--- config.mk ---
export PLATFORM = sky130hd
export DESIGN_NAME = mac_data_header_builder
export DESIGN_NICKNAME = d
export VERILOG_FILES = /design/src/sv/mdhb_pkg.sv /design/src/sv/mdhb_layout.sv /design/src/sv/mdhb_byte_sel.sv /design/src/sv/mac_data_header_builder.sv
export VERILOG_INCLUDE_DIRS = /design/src /design/src/sv
export SDC_FILE = /design/constraint.sdc
export NUM_CORES = 1
export LEC_CHECK = 0
export ABC_AREA = 1
export BUFFER_PORTS_ARGS = -buffer_cell sky130_fd_sc_hd__clkbuf_2
export CAP_MARGIN = 10
export CORE_ASPECT_RATIO = 1.25
export CORE_MARGIN = 4
export CORE_UTILIZATION = 59
export CTS_CLUSTER_SIZE = 8
export DETAILED_ROUTE_END_ITERATION = 7
export HOLD_SLACK_MARGIN = 0.03
export PLACE_DENSITY = 0.86
export SYNTH_ARGS = -nofsm -noshare
export SYNTH_HDL_FRONTEND = slang
export SYNTH_SLANG_ARGS = --single-unit
--- constraint.sdc ---
create_clock -name clk_i -period 37.5 [get_ports clk_i]
set_input_delay 5.625 -clock clk_i [delete_from_list [all_inputs] [get_ports clk_i]]
set_output_delay 5.625 -clock clk_i [all_outputs]
set_load 0.1 [all_outputs]
--- src/sv/mac_data_header_builder_assert.svh ---
// Assertion macros for the MAC data header builder.
`ifndef MAC_DATA_HEADER_BUILDER_ASSERT_SVH
`define MAC_DATA_HEADER_BUILDER_ASSERT_SVH

`ifndef SYNTHESIS
`define MDHB_ASSERT(lbl, clk, rstn, prop) \
  lbl: assert property (@(posedge clk) disable iff (!rstn) prop) \
    else $error("mdhb assertion failed");
`define MDHB_ASSERT_ALWAYS(lbl, clk, prop) \
  lbl: assert property (@(posedge clk) prop) \
    else $error("mdhb assertion failed");
`else
`define MDHB_ASSERT(lbl, clk, rstn, prop)
`define MDHB_ASSERT_ALWAYS(lbl, clk, prop)
`endif

`endif

--- src/sv/mdhb_pkg.sv ---
// Types, constants and helper functions shared by the MAC data header builder.
package mdhb_pkg;

  typedef enum logic [1:0] {
    ModeNone     = 2'd0,
    ModeReserved = 2'd1,
    ModeShort    = 2'd2,
    ModeLong     = 2'd3
  } addr_mode_e;

  typedef logic [4:0] pos_t;

  localparam logic [2:0] FrameTypeData = 3'd1;
  localparam logic [1:0] FrameVersion  = 2'd0;

  // Fixed byte positions at the head of every header.
  localparam pos_t FcLoPos   = 5'd0;
  localparam pos_t FcHiPos   = 5'd1;
  localparam pos_t SeqPos    = 5'd2;
  localparam pos_t DstPanPos = 5'd3;

  localparam pos_t PanLen = 5'd2;

  typedef struct packed {
    addr_mode_e  src_mode;
    addr_mode_e  dst_mode;
    logic        src_pan_given;
    logic [15:0] src_pan_id;
    logic        dst_pan_given;
    logic [15:0] dst_pan_id;
    logic [63:0] src_address;
    logic [63:0] dst_address;
    logic        ack_request;
    logic [7:0]  room;
  } req_t;

  typedef struct packed {
    logic [15:0] fc;
    pos_t        dst_addr_pos;
    pos_t        src_pan_pos;
    pos_t        src_addr_pos;
    pos_t        total;
    logic        too_small;
  } layout_t;

  function automatic pos_t addr_len(addr_mode_e mode);
    pos_t len;
    case (mode)
      ModeShort: len = 5'd2;
      ModeLong:  len = 5'd8;
      default:   len = 5'd0;
    endcase
    return len;
  endfunction

  // Short addresses go low byte first, long addresses most significant first.
  function automatic logic [7:0] addr_byte(addr_mode_e mode, logic [63:0] addr,
                                           logic [2:0] off);
    logic [2:0] sel;
    if (mode == ModeLong) begin
      sel = ~off;
    end else begin
      sel = {2'b00, off[0]};
    end
    return addr[{sel, 3'b000} +: 8];
  endfunction

endpackage

--- src/sv/mdhb_layout.sv ---
// Works out frame control, PAN compression and the byte layout of one header.
module mdhb_layout (
  input  mdhb_pkg::req_t    req_i,
  output mdhb_pkg::layout_t layout_o
);

  logic           compress;
  logic           src_pan_sent;
  mdhb_pkg::pos_t dst_addr_pos;
  mdhb_pkg::pos_t src_pan_pos;
  mdhb_pkg::pos_t src_addr_pos;
  mdhb_pkg::pos_t total;

  // A reserved mode still counts as an address being present here.
  assign compress = req_i.src_pan_given && req_i.dst_pan_given
                 && (req_i.src_mode != mdhb_pkg::ModeNone)
                 && (req_i.dst_mode != mdhb_pkg::ModeNone)
                 && (req_i.src_pan_id == req_i.dst_pan_id);

  assign src_pan_sent = req_i.src_pan_given && !compress;

  assign dst_addr_pos = mdhb_pkg::DstPanPos
                      + (req_i.dst_pan_given ? mdhb_pkg::PanLen : 5'd0);
  assign src_pan_pos  = dst_addr_pos + mdhb_pkg::addr_len(req_i.dst_mode);
  assign src_addr_pos = src_pan_pos + (src_pan_sent ? mdhb_pkg::PanLen : 5'd0);
  assign total        = src_addr_pos + mdhb_pkg::addr_len(req_i.src_mode);

  assign layout_o.fc           = {req_i.src_mode, mdhb_pkg::FrameVersion, req_i.dst_mode,
                                  3'b000, compress, req_i.ack_request, 2'b00,
                                  mdhb_pkg::FrameTypeData};
  assign layout_o.dst_addr_pos = dst_addr_pos;
  assign layout_o.src_pan_pos  = src_pan_pos;
  assign layout_o.src_addr_pos = src_addr_pos;
  assign layout_o.total        = total;
  assign layout_o.too_small    = req_i.room < {3'b000, total};

endmodule

--- src/sv/mdhb_byte_sel.sv ---
// Picks the header byte at a given position from the held request.
module mdhb_byte_sel (
  input  mdhb_pkg::req_t    req_i,
  input  mdhb_pkg::layout_t layout_i,
  input  mdhb_pkg::pos_t    idx_i,
  output logic [7:0]        byte_o
);

  mdhb_pkg::pos_t off_dpan;
  mdhb_pkg::pos_t off_daddr;
  mdhb_pkg::pos_t off_span;
  mdhb_pkg::pos_t off_saddr;

  assign off_dpan  = idx_i - mdhb_pkg::DstPanPos;
  assign off_daddr = idx_i - layout_i.dst_addr_pos;
  assign off_span  = idx_i - layout_i.src_pan_pos;
  assign off_saddr = idx_i - layout_i.src_addr_pos;

  always_comb begin
    if (idx_i == mdhb_pkg::FcLoPos) begin
      byte_o = layout_i.fc[7:0];
    end else if (idx_i == mdhb_pkg::FcHiPos) begin
      byte_o = layout_i.fc[15:8];
    end else if (idx_i == mdhb_pkg::SeqPos) begin
      byte_o = 8'h00;
    end else if (idx_i < layout_i.dst_addr_pos) begin
      byte_o = off_dpan[0] ? req_i.dst_pan_id[15:8] : req_i.dst_pan_id[7:0];
    end else if (idx_i < layout_i.src_pan_pos) begin
      byte_o = mdhb_pkg::addr_byte(req_i.dst_mode, req_i.dst_address, off_daddr[2:0]);
    end else if (idx_i < layout_i.src_addr_pos) begin
      byte_o = off_span[0] ? req_i.src_pan_id[15:8] : req_i.src_pan_id[7:0];
    end else begin
      byte_o = mdhb_pkg::addr_byte(req_i.src_mode, req_i.src_address, off_saddr[2:0]);
    end
  end

endmodule

--- src/sv/mac_data_header_builder.sv ---
// Top level of the MAC data header builder: request hold, byte walker and result register.
//
//   channel   handshake                  payload
//   request   in_valid_i / in_ready_o    src_mode_i .. room_i
//   result    out_valid_o / out_ready_i  out_byte_o, last_o, too_small_o, hdr_len_o
//
// A request is held in the request register and walked one header byte per cycle
// into the result register while the result is not stalled, so a header of 3 to 23
// bytes gives one result per byte, and a request with too little room gives a single
// error result. The next request is taken in the cycle that the last byte is issued,
// so headers follow each other with no gap. After a transfer, the request is held in
// the request register and its first byte then goes into the result register. Reset
// clears the hold, the byte counter and the result valid; a stalled result holds its byte and stops the walk.
module mac_data_header_builder (
  input  logic        clk_i,
  input  logic        rst_ni,
  input  logic        in_valid_i,
  output logic        in_ready_o,
  input  logic [1:0]  src_mode_i,
  input  logic [1:0]  dst_mode_i,
  input  logic        src_pan_given_i,
  input  logic [15:0] src_pan_id_i,
  input  logic        dst_pan_given_i,
  input  logic [15:0] dst_pan_id_i,
  input  logic [63:0] src_address_i,
  input  logic [63:0] dst_address_i,
  input  logic        ack_request_i,
  input  logic [7:0]  room_i,
  output logic        out_valid_o,
  input  logic        out_ready_i,
  output logic [7:0]  out_byte_o,
  output logic        last_o,
  output logic        too_small_o,
  output logic [4:0]  hdr_len_o
);

  mdhb_pkg::req_t    req_d, req_q;
  mdhb_pkg::layout_t layout;
  mdhb_pkg::pos_t    idx_d, idx_q;
  logic              busy_d, busy_q;
  logic [7:0]        sel_byte;
  logic              out_free;
  logic              emit;
  logic              sel_last;
  logic              in_xfer;

  logic              out_valid_d, out_valid_q;
  logic [7:0]        out_byte_d, out_byte_q;
  logic              last_d, last_q;
  logic              too_small_d, too_small_q;
  logic [4:0]        hdr_len_d, hdr_len_q;

  mdhb_layout u_layout (
    .req_i    (req_q),
    .layout_o (layout)
  );

  mdhb_byte_sel u_byte_sel (
    .req_i    (req_q),
    .layout_i (layout),
    .idx_i    (idx_q),
    .byte_o   (sel_byte)
  );

  assign out_free   = !out_valid_q || out_ready_i;
  assign emit       = busy_q && out_free;
  assign sel_last   = layout.too_small || (idx_q == layout.total - 5'd1);
  assign in_ready_o = !busy_q || (out_free && sel_last);
  assign in_xfer    = in_valid_i && in_ready_o;

  always_comb begin
    req_d.src_mode      = mdhb_pkg::addr_mode_e'(src_mode_i);
    req_d.dst_mode      = mdhb_pkg::addr_mode_e'(dst_mode_i);
    req_d.src_pan_given = src_pan_given_i;
    req_d.src_pan_id    = src_pan_id_i;
    req_d.dst_pan_given = dst_pan_given_i;
    req_d.dst_pan_id    = dst_pan_id_i;
    req_d.src_address   = src_address_i;
    req_d.dst_address   = dst_address_i;
    req_d.ack_request   = ack_request_i;
    req_d.room          = room_i;
  end

  always_comb begin
    busy_d = busy_q;
    idx_d  = idx_q;
    if (emit) begin
      idx_d = sel_last ? 5'd0 : idx_q + 5'd1;
      if (sel_last) begin
        busy_d = 1'b0;
      end
    end
    if (in_xfer) begin
      busy_d = 1'b1;
    end
  end

  always_comb begin
    out_valid_d = out_valid_q && !out_ready_i;
    out_byte_d  = out_byte_q;
    last_d      = last_q;
    too_small_d = too_small_q;
    hdr_len_d   = hdr_len_q;
    if (emit) begin
      out_valid_d = 1'b1;
      out_byte_d  = layout.too_small ? 8'h00 : sel_byte;
      last_d      = sel_last;
      too_small_d = layout.too_small;
      hdr_len_d   = layout.too_small ? 5'd0 : layout.total;
    end
  end

  always_ff @(posedge clk_i or negedge rst_ni) begin
    if (!rst_ni) begin
      busy_q      <= 1'b0;
      idx_q       <= '0;
      out_valid_q <= 1'b0;
    end else begin
      busy_q      <= busy_d;
      idx_q       <= idx_d;
      out_valid_q <= out_valid_d;
    end
  end

  always_ff @(posedge clk_i) begin
    if (in_xfer) begin
      req_q <= req_d;
    end
    out_byte_q  <= out_byte_d;
    last_q      <= last_d;
    too_small_q <= too_small_d;
    hdr_len_q   <= hdr_len_d;
  end

  assign out_valid_o = out_valid_q;
  assign out_byte_o  = out_byte_q;
  assign last_o      = last_q;
  assign too_small_o = too_small_q;
  assign hdr_len_o   = hdr_len_q;

`include "mac_data_header_builder_assert.svh"

  // The counter rests at zero whenever no request is held.
  `MDHB_ASSERT_ALWAYS(a_idle_idx_zero, clk_i, !busy_q |-> (idx_q == 5'd0))
  // The walk never runs past the end of the header.
  `MDHB_ASSERT(a_idx_in_range, clk_i, rst_ni,
               (busy_q && !layout.too_small) |-> (idx_q < layout.total))
  // A transfer while a request is held lines up with that request's last result.
  `MDHB_ASSERT(a_overlap_on_last, clk_i, rst_ni,
               (in_xfer && busy_q) |=> (out_valid_q && last_q))
  // An error result is always a single, final result.
  `MDHB_ASSERT(a_error_is_last, clk_i, rst_ni,
               (out_valid_q && too_small_q) |-> (last_q && (hdr_len_q == 5'd0)))

endmodule
-- After elaboration in Yosys (flattened, before gate mapping)
Index checks and enable logic that the tools add are counted.
- flip-flop bits (word level): 197
- latch bits: 0
- memories: 0
- bits in writable memories: 0
- logic and storage cells: 99
- ROM bits: 0
- output and inout port bits: 17
- input bits: 179
- magnitude comparators: 4
- div/mod/pow operators: 0
- muxes and demuxes: 30
- add/subtract/negate cells: 10
- shifts and indexed selects: 2
- reduce and logical (&&, ||, !) cells: 24
- bitwise logic cells: 2
- eq/ne operators: 8
- $mul: 0
- operator list (cell ; number):
    variable part select 64 x 7 -> 8 bit ; 2
    2-to-1 mux 8 bit ; 7
    2-to-1 mux 3 bit ; 13
    equality test 16 bit ; 1
    one-hot mux 4 bit (2 select lines) ; 2
    adder 5 x 4 -> 5 bit ; 2
    < comparator 5 bit ; 2
    logical AND 1 bit ; 9
    equality test 2 bit, second input constant ; 4
    < comparator 8 x 5 -> 1 bit ; 1
    nonzero test 2 bit ; 4
    2-to-1 mux 7 bit ; 1
    inverter 3 bit ; 2
    subtractor 3 bit ; 2
    adder 5 x 1 -> 5 bit, second input constant ; 1
    adder 5 x 2 -> 5 bit ; 1
    equality test 5 x 1 -> 1 bit, second input constant ; 1
    equality test 5 x 2 -> 1 bit, second input constant ; 1
    equality test 5 bit ; 1
    zero test 5 bit ; 1
    < comparator 5 x 3 -> 1 bit ; 1
    2-to-1 mux 5 bit ; 1
    subtractor 5 x 1 -> 5 bit, second input constant ; 1
    zero test 1 bit ; 4
    other kinds (9) ; 15

-- Depth between registers and ports, before layout
Gate-level depths: netlist (run 1).
- word-level depth: 24
- mapped depth: 26
- depth with buffers taken out: 25

-- Hierarchy
From an unflattened synthesis (run 1), not the netlist that was laid out.
- cells, all modules: 1030
- area, all modules: 9929.5 um^2
- modules (own cells, without submodules) (module ; instances ; area an instance (um^2) ; seq. area each (um^2) ; cells each):
    mac_data_header_builder ; 1 ; 6299.8 ; 5880.6 ; 290
    mdhb_byte_sel ; 1 ; 2672.6 ; 0.0 ; 561
    mdhb_layout ; 1 ; 957.2 ; 0.0 ; 179

-- Worst setup path before layout (run 1)
No wires, ideal clock.
- path kind: input port to flip-flop
- start: in out_ready_i
- end: reg req_q[0] (netlist bit), enable pin
- buffers on the path: 0
- slack: 22.472 ns
- setup time: 0.767 ns
- arrival time: 14.260 ns
- required time: 36.733 ns
- stages: 4
- cells stage by stage: inv_1 > nand2_1 > nand2_2 > a21oi_1
- cells in the longest elaborated chain, start to end: 4
- RTL lines (item ; line ; text):
    from (decl) ; mac_data_header_builder.sv:30 ; input logic out_ready_i,
    logical OR 1 bit ; mac_data_header_builder.sv:65 ; assign out_free = !out_valid_q || out_ready_i;
    logical AND 1 bit ; mac_data_header_builder.sv:68 ; assign in_ready_o = !busy_q || (out_free && sel_last);
    logical OR 1 bit ; mac_data_header_builder.sv:68 ;
    logical AND 1 bit ; mac_data_header_builder.sv:69 ; assign in_xfer = in_valid_i && in_ready_o;
    to (signal assigned) ; mac_data_header_builder.sv:127 ; req_q <= req_d;
    to (decl) ; mac_data_header_builder.sv:37 ; mdhb_pkg::req_t req_d, req_q;
No other way between the ends.
A chain may end at the register's enable or synchronous reset.

-- Worst setup path after layout (run 1)
- start: in out_ready_i
- end: out in_ready_o
- cells in the longest elaborated chain, start to end: 3
- RTL lines (item ; line ; text):
    logical OR 1 bit ; mac_data_header_builder.sv:65 ;
    logical AND 1 bit ; mac_data_header_builder.sv:68 ;
    logical OR 1 bit ; mac_data_header_builder.sv:68 ;
    to (decl) ; mac_data_header_builder.sv:18 ; output logic in_ready_o,
No other way between the ends.

==> results.yml, run 1 <==
outcome:
  status: "complete, no violations"
logic_synthesis:
  synth.most_common_cell: "nand2_1"
  ys_seq_elements: 197
  synth_edf_count: 190
  synth_cell_types: 46
  synthTopCellsByArea: "edfxtp_1 (64%), nand2_1 (8.5%), nand3_1 (4.2%)"
  synth_top_cell_by_area: "edfxtp_1"
  syn_inst: 797
  yosysTopAreaCellShare: 0.636
  ys_warn_count: 0
  synthesis.nets: 1002
  synthArstFlopShare: 0.0355
  synth-main-ff-cell: "edfxtp_1"
  synth_area_per_cell_um2: 11.3
  yosysSeqAreaShare: 0.656
  synthesis.area_um2: 8970
  synthTopCellsByCount: "nand2_1 (204), edfxtp_1 (190), nand3_1 (75), inv_1 (74), nor2_1 (53)"
worst_setup_path:
  start_kind: "input port"
  crit_slowest_cell: "clkbuf_2"
  critPathLaunch: "out_ready_i"
  crit_path_end_kind: "output pin"
  reg2reg_slack_ns: 30.73
  cp.arrival_ns: 6.49
  reg2reg_from: "req_q[138]"
  crit_type: "in -> out"
  required_ns: 31.87
  critPathMaxStageDelay_ns: 0.46
  crit_path_max_fanout: 3
  path_cells: "clkbuf_2, inv_1, nand2_1, nand2_2, nand2_1, clkbuf_2"
timing:
  worstMarginPinSlew_ns: 0.948
  fin_tns_setup_ns: 0
  fin_worst_skew_ns: 0.00917
  min_period_ns: 12.11
  finalCritPeriodShare: 0.323
  hold_viol_final: 0
  fmax_ghz: 0.0826
  max-slew-margin-rel: 0.367
  rsz0062_at_grt: "false"
  whs_ns: 0.547
  setup_viol: 0
  slew_viol_final: 0
clocking:
  post-cts-setup-buffers: 0
  cts_root_buf: "clkbuf_16"
  clkLatencyLatePin_ns: 0.43
  cts_buffers: 17
  ctsHoldBuffers: 0
  cts_resized: 0
  cts-htree-levels: 4
  clkSlewWorstSetupHoldPaths_ns: 0.07
  clock_path_buffers: 2
  cts_tree: "yes"
  clock-sinks: 197
route:
  dr_total_vias: 6508
  firstDrtPassIters: 5
  wirelength_um: 20600
  wl_per_cell_um: 17.4
  drt_iter0_markers: 469
  avgViaCountPerCell: 5.48
  drc: 0
  drt.antenna.violating_nets: 0
place:
  dpl_cell_area_um2: 10000
  dp_hpwl_um: 14800
  place_congestion: 0.957
  portBuffers: 195
die:
  rows: 50
  die_h_um: 146
  start_util: 0.600
  die_area_um2: 17300
  core_um2: 15000
  ioPinCount: 196
  die_w_um: 118
final_layout:
  drive_gt1_frac: 0.260
  multi_input_area_um2: 2630
  fill_cells: 1073
  area_delta_synth_final_pct: 18.5
  nNetsFinal: 1196
  seq_area_um2: 5880
  final_area_um2: 10600
grt:
  antenna_found_initial: 2
  grt_pass1_vias: 6644
  grt.overflow.total: 0
  grt_max_degree: 76
  grt_use_total: 0.243
  grt_pass1_wl_um: 32600
power:
  leakage_nw: 4.58
  power_density_nw_per_um2: 81.8
  ir_drop_mv: 0.0498
job:
  drv_cap: 0
worst_hold_path:
  hold_path.startpoint: "out_valid_o"
  min_path_type: "reg -> reg"
per-layer routing:
layer,part of all wire,track usage
met1,0.37,0.290
met2,0.53,0.431
met3,0.076,0.0525
met4,0.027,0.0915
met5,0,0
final timing paths:
path	end	cells past startpoint
worst max-delay path	in_ready_o	6
worst min-delay path	out_valid_o	2
worst max register to register	req_q[52]	22
worst min register to register	out_valid_o	2
max in group asynchronous	idx_q[0]	1
min in group asynchronous	out_valid_o	1
flip-flops by register name (all words and copies together) (netlist names):
register and count:
out_byte_o 8, last_o 1, too_small_o 1, idx_q 5, req_q 175, out_valid_o 1
hdr_len_o 5, busy_q 1
metrics by stage:
stage,power (mW),util,std cells,worst slack (ns)
floorplan,0.621,-,797,22.47
global placement,0.679,0.671,1154,25.43
detailed placement,0.690,0.671,1154,25.39
CTS,0.870,0.711,1186,25.39
global route,0.925,0.711,1188,25.34
finish,0.870,0.711,1188,25.39
cell usage in the layout, fill, tap and decap left out, types with 17 or more instances in the layout:
| master | synthesis | layout |
|---|---|---|
| a21oi_1 | 30 | 29 |
| ha_1 | 24 | 24 |
| nand2_1 | 204 | 204 |
| clkbuf_2 | 0 | 195 |
| clkbuf_16 | 0 | 17 |
| o21ai_0 | 30 | 30 |
| nor2_1 | 53 | 53 |
| inv_1 | 74 | 74 |
| edfxtp_1 | 190 | 190 |
| nand3_1 | 75 | 75 |
power by group:
group	switching (mW)	internal, mW
Combinational	0.272	0.0988
Sequential	0.0188	0.301
Clock	0.0845	0.0947
cell families (layout without fill, tap and decap cells):
kind of cell	Yosys count	after routing	share of synthesized area
adders and majority gates	26	26	0.0379
and+or+nand+nor	365	365	0.177
buffers and inverters	102	309	0.0531
other	0	2	0
AOI/OAI and AO/OA	92	92	0.0614
xor gates and xnor gates	15	15	0.0146
DFF	197	197	0.656
worst max-delay path, delay by kind of cell:
kind	cells	cell delay, ns
simple gates	3	0.30
buf+inv	3	0.57
layout make-up:
type,count,share of cell area
Sequential cell,197,0.553
Multi-Input combinational cell,498,0.247
Timing Repair Buffer,199,0.0946
Clock buffer,17,0.0400
Inverter,78,0.0280
Tap cell,182,0.0214
Clock inverter,15,0.0152
Antenna cell,2,0.000471
Note: power is estimated with default switching activity, not from simulation.
==> inputs of run 2 (changes only) <==
--- a/config.mk
+++ b/config.mk
@@ -11,11 +11,11 @@
 export CAP_MARGIN = 10
 export CORE_ASPECT_RATIO = 1.25
 export CORE_MARGIN = 4
-export CORE_UTILIZATION = 59
+export CORE_UTILIZATION = 49
 export CTS_CLUSTER_SIZE = 8
 export DETAILED_ROUTE_END_ITERATION = 7
 export HOLD_SLACK_MARGIN = 0.03
-export PLACE_DENSITY = 0.86
+export PLACE_DENSITY = 0.76
 export SYNTH_ARGS = -nofsm -noshare
 export SYNTH_HDL_FRONTEND = slang
 export SYNTH_SLANG_ARGS = --single-unit
==> constraint.sdc (replaced) <==
create_clock -name clk_i -period 11 [get_ports clk_i]
set_input_delay 1.65 -clock clk_i [delete_from_list [all_inputs] [get_ports clk_i]]
set_output_delay 1.65 -clock clk_i [all_outputs]
set_load 0.1 [all_outputs]
==> run 2 against run 1 <==
Against the previous run:
- via count decreased by 2.1%
- flip-flop and latch count unchanged
- wire length increased by 0.52%
- cell area increased by 0.69%
- sequential share of layout area decreased by 0.38 points
- count of clock-buffer cells in the layout unchanged
- utilization decreased by 12 points
- global-route usage decreased by 3.6 points
- register-to-register slack got worse by 26 ns
- combinational power increased to 3.5 times the previous value
- largest cell class unchanged
==> results.yml, run 2 (synthesis results as in run 1) <==
worst_hold_path:
  hold_path.startpoint: "out_valid_o"
  min_path_type: "reg -> reg"
  hold_depth: 2
  hold_path_end: "out_valid_o"
place:
  dp_hpwl_um: 15000
  dpl_worst_slack_ns: 4.87
  place_congestion: 0.935
  portBuffers: 195
clocking:
  clock-sinks: 197
  clock_path_buffers: 2
  cts-htree-levels: 4
  cts_resized: 0
  ctsHoldBuffers: 0
  cts_buffers: 17
  clkSlewWorstSetupHoldPaths_ns: 0.08
  clkLatencyLatePin_ns: 0.44
  cts_tree: "yes"
  cts_root_buf: "clkbuf_16"
  post-cts-setup-buffers: 0
power:
  power_density_nw_per_um2: 279
  p_comb_frac: 0.428
  p_clk_frac: 0.208
  p_switching_mw: 1.31
  power.internal_mw: 1.67
  ir_drop_mv: 0.144
  swShare: 0.440
  power_frac_seq: 0.365
  leakage_nw: 4.58
final_layout:
  largest_reg_flops: 175
  mostFrequentLayoutCells: "nand2_1 (204), clkbuf_2 (195), edfxtp_1 (190), nand3_1 (75), inv_1 (74)"
  seq_area_um2: 5880
  final_common_cell: "nand2_1"
  fill_cells: 1495
  nNetsFinal: 1196
  area_delta_synth_final_pct: 19.3
  top_register: "req_q"
  drive_gt1_frac: 0.262
  multi_input_area_um2: 2630
timing:
  hold_viol_final: 0
  setup_ws_ns: 4.52
  max-slew-margin-rel: 0.259
  finalCritPeriodShare: 0.589
  min_period_ns: 6.48
  worstMarginPinSlew_ns: 1.11
  setup_viol: 0
  fin_tns_setup_ns: 0
  fin_worst_skew_ns: 0.0114
  fmax_ghz: 0.154
  rsz0062_at_grt: "false"
  slew_viol_final: 0
route:
  wirelength_um: 20700
  drc: 0
  firstDrtPassIters: 5
  drt_iter0_markers: 481
  avgViaCountPerCell: 5.17
  drt.antenna.violating_nets: 0
  wl_per_cell_um: 16.8
  dr_total_vias: 6372
outcome:
  status: "complete, no violations"
grt:
  grtUsageMet2: 0.340
  busiest_layer: "met2"
  gr-usage-met3: 0.0537
  grt_pass1_vias: 6406
  grt_pass1_wl_um: 32600
  grt_use_total: 0.207
  grt.overflow.total: 0
  grt_max_degree: 96
  globalRouteMet1Util: 0.255
  antenna_found_initial: 2
worst_setup_path:
  cp.arrival_ns: 4.83
  start_kind: "register"
  reg2reg_slack_ns: 4.78
  required_ns: 9.35
  crit_path_end_kind: "output pin"
  crit_path_max_fanout: 7
  reg2reg_from: "req_q[156]"
  worstReg2RegEnd: "req_q[128]"
  reg2reg_depth: 22
  crit_type: "reg -> out"
die:
  start_util: 0.498
  rows: 55
  die_w_um: 129
  die_area_um2: 20600
  core_um2: 18000
  ioPinCount: 196
  die_h_um: 159
job:
  drv_cap: 0
[run 2: through the flow]
stage | total power [mW] | std cells | cell area, um^2 | hold slack [ns] | util
2_1_floorplan | 2.09 | 797 | 8970 | 0.530 | -
3_3_place_gp | 2.35 | 1200 | 10100 | 0.530 | 0.560
3_5_place_dp | 2.37 | 1200 | 10100 | 0.540 | 0.560
4_1_cts | 2.99 | 1232 | 10700 | 0.560 | 0.594
5_1_grt | 3.18 | 1233 | 10700 | 0.605 | 0.594
6_report | 2.98 | 1233 | 10700 | 0.549 | 0.594
[run 2: how the worst max path moves through the flow]
stage                     startpoint    endpoint  slack (ns)  cells after the start
after floorplan           req_q[174]    req_q[0]        2.22                     21
after global placement    req_q[156]   req_q[76]        5.10                     22
after detailed placement  req_q[139]   req_q[76]        4.87                     22
after CTS                 req_q[139]  in_ready_o        4.55                     21
after global routing      req_q[174]  in_ready_o        4.24                     22
final                     req_q[156]  in_ready_o        4.52                     21
[run 2: worst max-delay path, cell delays in order (launching register included)]
cell,delay (ns)
edfxtp_1,0.41
xnor2_1,0.19
nand4_1,0.11
nor4_1,0.35
nand3_1,0.20
nand2_1,0.09
inv_1,0.04
ha_1,0.20
ha_1,0.19
xor2_1,0.20
inv_1,0.07
ha_1,0.30
xnor2_1,0.30
ha_1,0.31
a21oi_1,0.12
o21ai_0,0.13
a21oi_1,0.23
nand2_2,0.17
nand2_2,0.14
nand2_2,0.09
nand2_1,0.09
clkbuf_2,0.46
[run 2: cell type report]
cell class / instances / share of cell area
repair buffers: 199 / 0.0940
flip-flops and latches: 197 / 0.550
multi-input cells: 498 / 0.245
diodes: 1 / 0.000234
well taps: 228 / 0.0267
clock buffers: 17 / 0.0397
inverters: 78 / 0.0278
clock inverters: 15 / 0.0168
[run 2: per-layer routing]
metal	routed length [um]	vias to the layer above
met1	8090	2933
li1	-	3135
met2	10300	248
met4	800	2
met3	1490	54
met5	11	-
[run 2: power by group through the flow]
stage          registers [mW]  clock network [mW]  logic, mW
6_report                 1.09               0.619       1.28
5_1_grt                  1.10               0.669       1.41
4_1_cts                  1.09               0.630       1.28
3_5_place_dp             1.10                   0       1.27
3_3_place_gp             1.10                   0       1.26
2_1_floorplan            1.30                   0      0.795
